<file path="src/rtl/bba_pkg.sv">
// Shared types and constants for the bitmap block allocator.
// Used by bba_ctrl, bba_datapath and bitmap_block_allocator; no dependencies.
package bba_pkg;

    // Bitmap geometry: one occupancy word covers 64 blocks
    localparam int WORD_BITS        = 64;
    localparam int BIT_W            = 6;
    localparam int DEF_MAX_BLOCKS   = 1024;
    localparam int RESET_BLOCKS     = 1024;

    // Operation codes carried on func
    typedef enum logic [1:0] {
        FUNC_ALLOC     = 2'd0,
        FUNC_FREE      = 2'd1,
        FUNC_QUERY     = 2'd2,
        FUNC_SET_FLAGS = 2'd3
    } func_t;

    // Result status codes
    typedef enum logic [1:0] {
        STAT_OK        = 2'd0,
        STAT_RANGE     = 2'd1,
        STAT_NOT_ALLOC = 2'd2,
        STAT_FULL      = 2'd3
    } status_t;

    // Controller states
    typedef enum logic [2:0] {
        S_IDLE,
        S_ALLOC_RD,
        S_ALLOC_TEST,
        S_ACC_RD,
        S_ACC_EXEC
    } state_t;

    // Controller to datapath commands
    typedef struct packed {
        logic load_in;
        logic scan_read;
        logic scan_step;
        logic acc_read;
        logic alloc_commit;
        logic full_commit;
        logic acc_commit;
        logic cfg_load;
    } ctrl_cmd_t;

    // Datapath to controller status
    typedef struct packed {
        logic word_has_clear;
        logic scan_last;
        logic out_free;
    } dp_stat_t;

endpackage

</file>
<file path="src/rtl/bba_ctrl.sv">
// Sequencing state machine for the bitmap block allocator.
// Depends on bba_pkg; drives the command struct consumed by bba_datapath.
module bba_ctrl (
    input  logic                 clk,
    input  logic                 rst_n,
    input  logic                 req_valid,
    input  logic [1:0]           func,
    input  logic                 cfg_valid,
    input  bba_pkg::dp_stat_t    stat,
    output logic                 req_stall,
    output logic                 cfg_ready,
    output bba_pkg::ctrl_cmd_t   cmd
);
    import bba_pkg::*;

    state_t state_reg;
    state_t state_next;

    // State register
    always_ff @(posedge clk or negedge rst_n)
    begin
        if (!rst_n)
        begin
            state_reg <= S_IDLE;
        end
        else
        begin
            state_reg <= state_next;
        end
    end

    // Next state and commands
    always_comb
    begin
        cmd        = '0;
        state_next = state_reg;
        unique case (state_reg)
            S_IDLE:
            begin
                cmd.cfg_load = cfg_valid;
                if (req_valid)
                begin
                    cmd.load_in = 1'b1;
                    state_next  = (func_t'(func) == FUNC_ALLOC) ? S_ALLOC_RD : S_ACC_RD;
                end
            end
            S_ALLOC_RD:
            begin
                cmd.scan_read = 1'b1;
                state_next    = S_ALLOC_TEST;
            end
            S_ALLOC_TEST:
            begin
                if (stat.word_has_clear)
                begin
                    if (stat.out_free)
                    begin
                        cmd.alloc_commit = 1'b1;
                        state_next       = S_IDLE;
                    end
                end
                else if (stat.scan_last)
                begin
                    if (stat.out_free)
                    begin
                        cmd.full_commit = 1'b1;
                        state_next      = S_IDLE;
                    end
                end
                else
                begin
                    cmd.scan_step = 1'b1;
                    state_next    = S_ALLOC_RD;
                end
            end
            S_ACC_RD:
            begin
                cmd.acc_read = 1'b1;
                state_next   = S_ACC_EXEC;
            end
            S_ACC_EXEC:
            begin
                if (stat.out_free)
                begin
                    cmd.acc_commit = 1'b1;
                    state_next     = S_IDLE;
                end
            end
            default:
            begin
                state_next = S_IDLE;
            end
        endcase
    end

    // Both ports open only between operations
    assign req_stall = (state_reg != S_IDLE);
    assign cfg_ready = (state_reg == S_IDLE);

    // An accepted beat always starts a scan or an access
    a_accept_starts: assert property (@(posedge clk) disable iff (!rst_n)
        (req_valid && !req_stall) |=> (state_reg == S_ALLOC_RD || state_reg == S_ACC_RD))
        else $error("accepted request did not start an operation");

    // Results are only written into a free output slot
    a_commit_slot: assert property (@(posedge clk) disable iff (!rst_n)
        (cmd.alloc_commit || cmd.full_commit || cmd.acc_commit) |-> stat.out_free)
        else $error("result committed over a stalled result");

    // Scan moves on only past a full word that is not the last one
    a_scan_step: assert property (@(posedge clk) disable iff (!rst_n)
        cmd.scan_step |-> (!stat.word_has_clear && !stat.scan_last))
        else $error("scan stepped past a usable word");

endmodule

</file>
<file path="config.mk">
export PLATFORM = sky130hd
export DESIGN_NAME = bba_ctrl
export DESIGN_NICKNAME = d
export VERILOG_FILES = /design/src/rtl/bba_pkg.sv /design/src/rtl/bba_ctrl.sv
export SDC_FILE = /design/constraint.sdc
export NUM_CORES = 1
export LEC_CHECK = 0
export ABC_AREA = 1
export BUFFER_PORTS_ARGS = -buffer_cell sky130_fd_sc_hd__buf_2
export CORE_AREA = 2 2 39 41
export CTS_CLUSTER_SIZE = 40
export DETAILED_ROUTE_END_ITERATION = 16
export DIE_AREA = 0 0 41 43
export PLACE_DENSITY_LB_ADDON = 0.25
export SYNTH_ARGS = -nofsm -noshare
export SYNTH_HDL_FRONTEND = slang
export SYNTH_SLANG_ARGS = --single-unit
</file>
<file path="constraint.sdc">
create_clock -name clk -period 1.1 [get_ports clk]
set_clock_uncertainty 0.1 [all_clocks]
set_input_delay 0.165 -clock clk [delete_from_list [all_inputs] [get_ports clk]]
set_output_delay 0.165 -clock clk [all_outputs]
set_load 0.01 [all_outputs]
</file>
## Word level (Yosys, flattened, before mapping)

Index checks and enable logic that the tools add are counted.

- Register bits: 3
- Bits in latches: 0
- Memory bits (writable): 0
- Memory bits (read-only): 0
- Output and inout bits: 10
- Word-level logic and storage cells: 29
- Memories: 0

- Add/subtract/negate cells: 0
- Multipliers: 0
- Div/mod/pow operators: 0
- $lt $le $gt $ge: 0
- Equal/unequal tests: 5
- Shift-type cells: 0
- Multiplexer cells: 20
- Bitwise operators: 0
- Reductions and logical operators: 3

Operator list:

| kind | count |
|---|---|
| $pmux W3 S5 | 1 |
| $mux W1 | 13 |
| $mux W3 | 4 |
| $eq A3 B2 Y1 const B | 2 |
| $mux W2 | 2 |
| $eq A3 B1 Y1 const B | 1 |
| $eq A3 B3 Y1 const B | 1 |
| $logic_not A3 Y1 | 1 |
| $reduce_bool A3 Y1 | 1 |
| $logic_not A2 Y1 | 1 |
| $ne A2 B2 Y1 const B | 1 |

## Depth between registers and ports, before layout

- Depth after elaboration: 4
- Depth in mapped cells: 7
- Depth with buffers taken out: 7

## Worst setup path before layout

Ideal clock, no wire load.

- Path type: flip-flop to flip-flop
- From: register state_reg[1]
- To: register state_reg[0]
- Setup time: 0.126 ns
- Arrival: 0.925 ns
- Required time: 0.874 ns
- Path slack: -0.052 ns
- Stages on the path, launching flop included: 6
- Period minus slack after synthesis: 1.152 ns
- Cells stage by stage: dfrtp_1 nor2_2 nand2_2 inv_2 nand2_2 a21boi_1

- Word-level cells in the longest chain between the ends: 2
- Elaborated cells on any way between the ends: 7

RTL lines:

| element | RTL line | text |
|---|---|---|
| from (decl) | bba_ctrl.sv:16 | `state_t state_reg;` |
| from (signal assigned) | bba_ctrl.sv:28 | `state_reg <= state_next;` |
| $logic_not A3 Y1 (*) | - |  |
| named net cfg_ready | bba_ctrl.sv:11 | `output logic cfg_ready,` |
| $pmux W3 S5 or $ne A2 B2 Y1 (tied branches) | - |  |

The timed path passes the listed nets; every way through them passes the cells marked *.
A chain may end at the register's enable or synchronous reset.

==> flow_summary_export.csv <==
group,metric,value,unit
run_status,outcome,"complete, but fails checks",
run_status,violations,"negative setup slack",
logic_synthesis,ys_ff_latch,3,
power_and_ir_drop,powerDensity,2718,mW/mm2
flow_run,cap_violations,0,
floorplanning,fp.dieW,41,um
worst_setup_path,path_max_fanout,5,
detailed_routing,met3_length,49,um
hold_path,hold_path_end,"state_reg[2]$_DFFE_PN0P_",
logic_synthesis,synth_warnings,0,
hold_path,worstHoldPathCells,2,
worst_setup_path,start_kind,"flip-flop",
detailed_routing,drt_iter0_markers,1,
logic_synthesis,ys_seq_area_share,31.09,%
global_routing,track_usage,7.654,%
cells_and_area,fin_cells,87,
floorplanning,initial_core_util,17.45,%
placement,gp_congestion,0.8034,
worst_setup_path,rrSetupSlack,-70,ps
floorplanning,die_area,0.001763,mm2
clock_tree,cts.clk_slew.worst_paths,30,ps
worst_setup_path,arrival,1140,ps
clock_tree,htreeDepth,1,
cells_and_area,layout-drive-gt1-share,57.75,%
sta,setup-violations-final,12,
cells_and_area,diodes,0,
logic_synthesis,synth_edf_count,0,
worst_setup_path,critPathKind,"flip-flop to output port",
placement,place_ws,-60.71,ps
sta,slew_violations,0,
detailed_routing,drcViolationCount,0,
detailed_routing,final_antenna_net_count,0,
logic_synthesis,syn_area,241.5,um2
global_routing,grt_overflow_total,0,
floorplanning,fp-row-count,14,
global_routing,grt_max_degree,6,
sta,fin_crit_sh,127.8,%
logic_synthesis,postSynthAreaPerCell,5.750,um2
global_routing,antenna_found_initial,0,
clock_tree,cts_tree,"yes",
placement,place_area,381.6,um2
logic_synthesis,synthDistinctLibCells,11,
sta,hold_violations,0,
clock_tree,clock-root-buffer,"clkbuf_4",
power_and_ir_drop,irDropWorstVdd,1.137,mV
power_and_ir_drop,seqPwrFrac,19.7,%
logic_synthesis,synth_fp_nets,51,
clock_tree,worstSkewPairLatency,230,ps
placement,dp_cells,80,
worst_setup_path,timing.rr.start,"state_reg[1]$_DFFE_PN0P_",
worst_setup_path,required,830,ps
sta,maxSlewHeadroom,88.89,%
hold_path,hold_start,"stat[0]",
logic_synthesis,synthCells,42,
logic_synthesis,synth_flop_cell,"dfrtp_1",
sta,setup_slack,-306.1,ps
clock_tree,cts_made_buffers,3,
logic_synthesis,ys_top_cells_by_area,"dfrtp_1, inv_1, nand2_1, nor2_1, nand3_1",
cells_and_area,largest_reg_flops,3,
logic_synthesis,ys_top_cells_by_count,"inv_1, nand2_1, nor2_1, nand3_1, dfrtp_1",
sta,rsz0062_at_grt,"yes",
detailed_routing,wl_per_cell,7.770,um
detailed_routing,drt_pass1_iterations,2,
worst_setup_path,cp-end-kind,"output port",
detailed_routing,vias,333,
logic_synthesis,yosysTopAreaCell,"dfrtp_1",
global_routing,grt_first_pass_wirelength,903,um
worst_setup_path,r2r-end,"state_reg[1]$_DFFE_PN0P_",
sta,tightest_slew,166.0,ps
detailed_routing,finalWirelength,676,um
logic_synthesis,synth_top_area_share,31.09,%
cells_and_area,final_util,34.09,%
power_and_ir_drop,p_leak,0.2921,nW
logic_synthesis,yosysMostFrequentCell,"inv_1",
sta,fin_crit,1406,ps
detailed_routing,top_layer,"met3",
power_and_ir_drop,internal_power,0.7217,mW
cells_and_area,finalNetCount,81,
floorplanning,ios,19,
power_and_ir_drop,p_comb_share,65.4,%
placement,post-dp-hpwl,498.4,um
floorplanning,core,0.001384,mm2
global_routing,first_global_vias,288,
power_and_ir_drop,power.switching,0.5604,mW
power_and_ir_drop,swShare,43.71,%
clock_tree,cts-root-to-sink-buffers,2,
floorplanning,fp.dieH,43,um
hold_path,hp-class,"input port to flip-flop",
cells_and_area,syn2layout_area_growth,95.34,%
clock_tree,clkSinkCount,3,
cells_and_area,fin_area,471.7,um2
detailed_routing,wl_met1,277,um
placement,port_buffers,18,
power_and_ir_drop,p_clk_share,14.9,%
detailed_routing,dr_wl_met2,349,um
worst_setup_path,r2r_cells,7,
detailed_routing,via_per_inst,3.828,
logic_synthesis,synthArstFlopShare,100.0,%
sta,max_freq,0.7112,GHz
==> how the worst max path moves through the flow <==
stage                                   from                        to  slack, ps  cells past startpoint
finish              state_reg[1]$_DFFE_PN0P_                    cmd[1]       -310                      4
global route        state_reg[2]$_DFFE_PN0P_                    cmd[5]       -370                      6
CTS                 state_reg[0]$_DFFE_PN0P_                    cmd[0]       -320                      4
detailed placement  state_reg[0]$_DFFE_PN0P_                    cmd[0]        -60                      4
global placement    state_reg[0]$_DFFE_PN0P_                    cmd[7]        -80                      4
floorplan           state_reg[0]$_DFFE_PN0P_  state_reg[0]$_DFFE_PN0P_        -40                      5
==> power groups by stage <==
stage / sequential, mW / clock [mW] / combinational [mW]
3_3_place_gp: 0.220 / 0 / 0.684
3_5_place_dp: 0.217 / 0 / 0.677
4_1_cts: 0.215 / 0.204 / 0.719
2_1_floorplan: 0.210 / 0 / 0.386
5_1_grt: 0.255 / 0.212 / 0.919
6_report: 0.252 / 0.191 / 0.839
==> kinds of logic after synthesis <==
| logic type | share of synthesized area, % |
|---|---|
| buf+inv | 18.66 |
| simple gates | 44.56 |
| compound gates | 5.702 |
| flops | 31.09 |
==> area by class of cell <==
class	count	area (um2)
clock buffers	4	26.28
multi-input cells	27	151.4
inverters	12	45.04
repair buffers	25	151.4
flip-flops and latches	3	77.57
fillers	159	912.1
well taps	16	20.02
==> critical path: stages (launching register included) <==
cell     delay [ps]
dfrtp_2         450
nor2_4          160
nand2_1          80
nor2_1           90
buf_2           130
==> per-stage QoR <==
stage	power (mW)	setup TNS, ps	hold slack, ps
after floorplan	0.5957	-49.65	-230.6
after global placement	0.9047	-471.8	-137.1
after detailed placement	0.8941	-284.4	-137.3
after CTS	1.138	-2778	76.32
after global routing	1.386	-3389	87.21
final	1.282	-2733	88.24
==> routing by layer <==
layer | track usage [%] | vias up
met5 | 0 | -
met3 | 1.571 | 0
met1 | 7.468 | 142
met2 | 12.81 | 11
li1 | - | 180
met4 | 6.000 | 0
==> layout by cell type, fill, tap and decap left out <==
cell,netlist,final
buf_6,0,1
nor2_4,0,1
nand3_2,0,1
nand3_1,4,3
buf_2,0,17
a21boi_1,1,1
dfrtp_2,0,2
clkbuf_1,0,1
dlygate4sd3_1,0,1
inv_2,2,3
nand2_2,2,3
clkbuf_4,0,3
nor2_2,1,2
nand2_4,0,1
inv_1,10,9
buf_4,0,6
nor2_1,8,6
nor3_2,0,1
o22ai_1,1,1
nand2_1,9,7
dfrtp_1,3,1
==> what timing repair did <==
item                                    CTS  global route
endpoints found under the setup margin   12            12
buffers inserted                          0             2
hold endpoints to repair                  3             0
hold buffers                              1             0
pin swaps                                 2             4
resized for setup                         1            11
cloned                                    0             0
No activity file was read; power rests on OpenSTA's default activity.
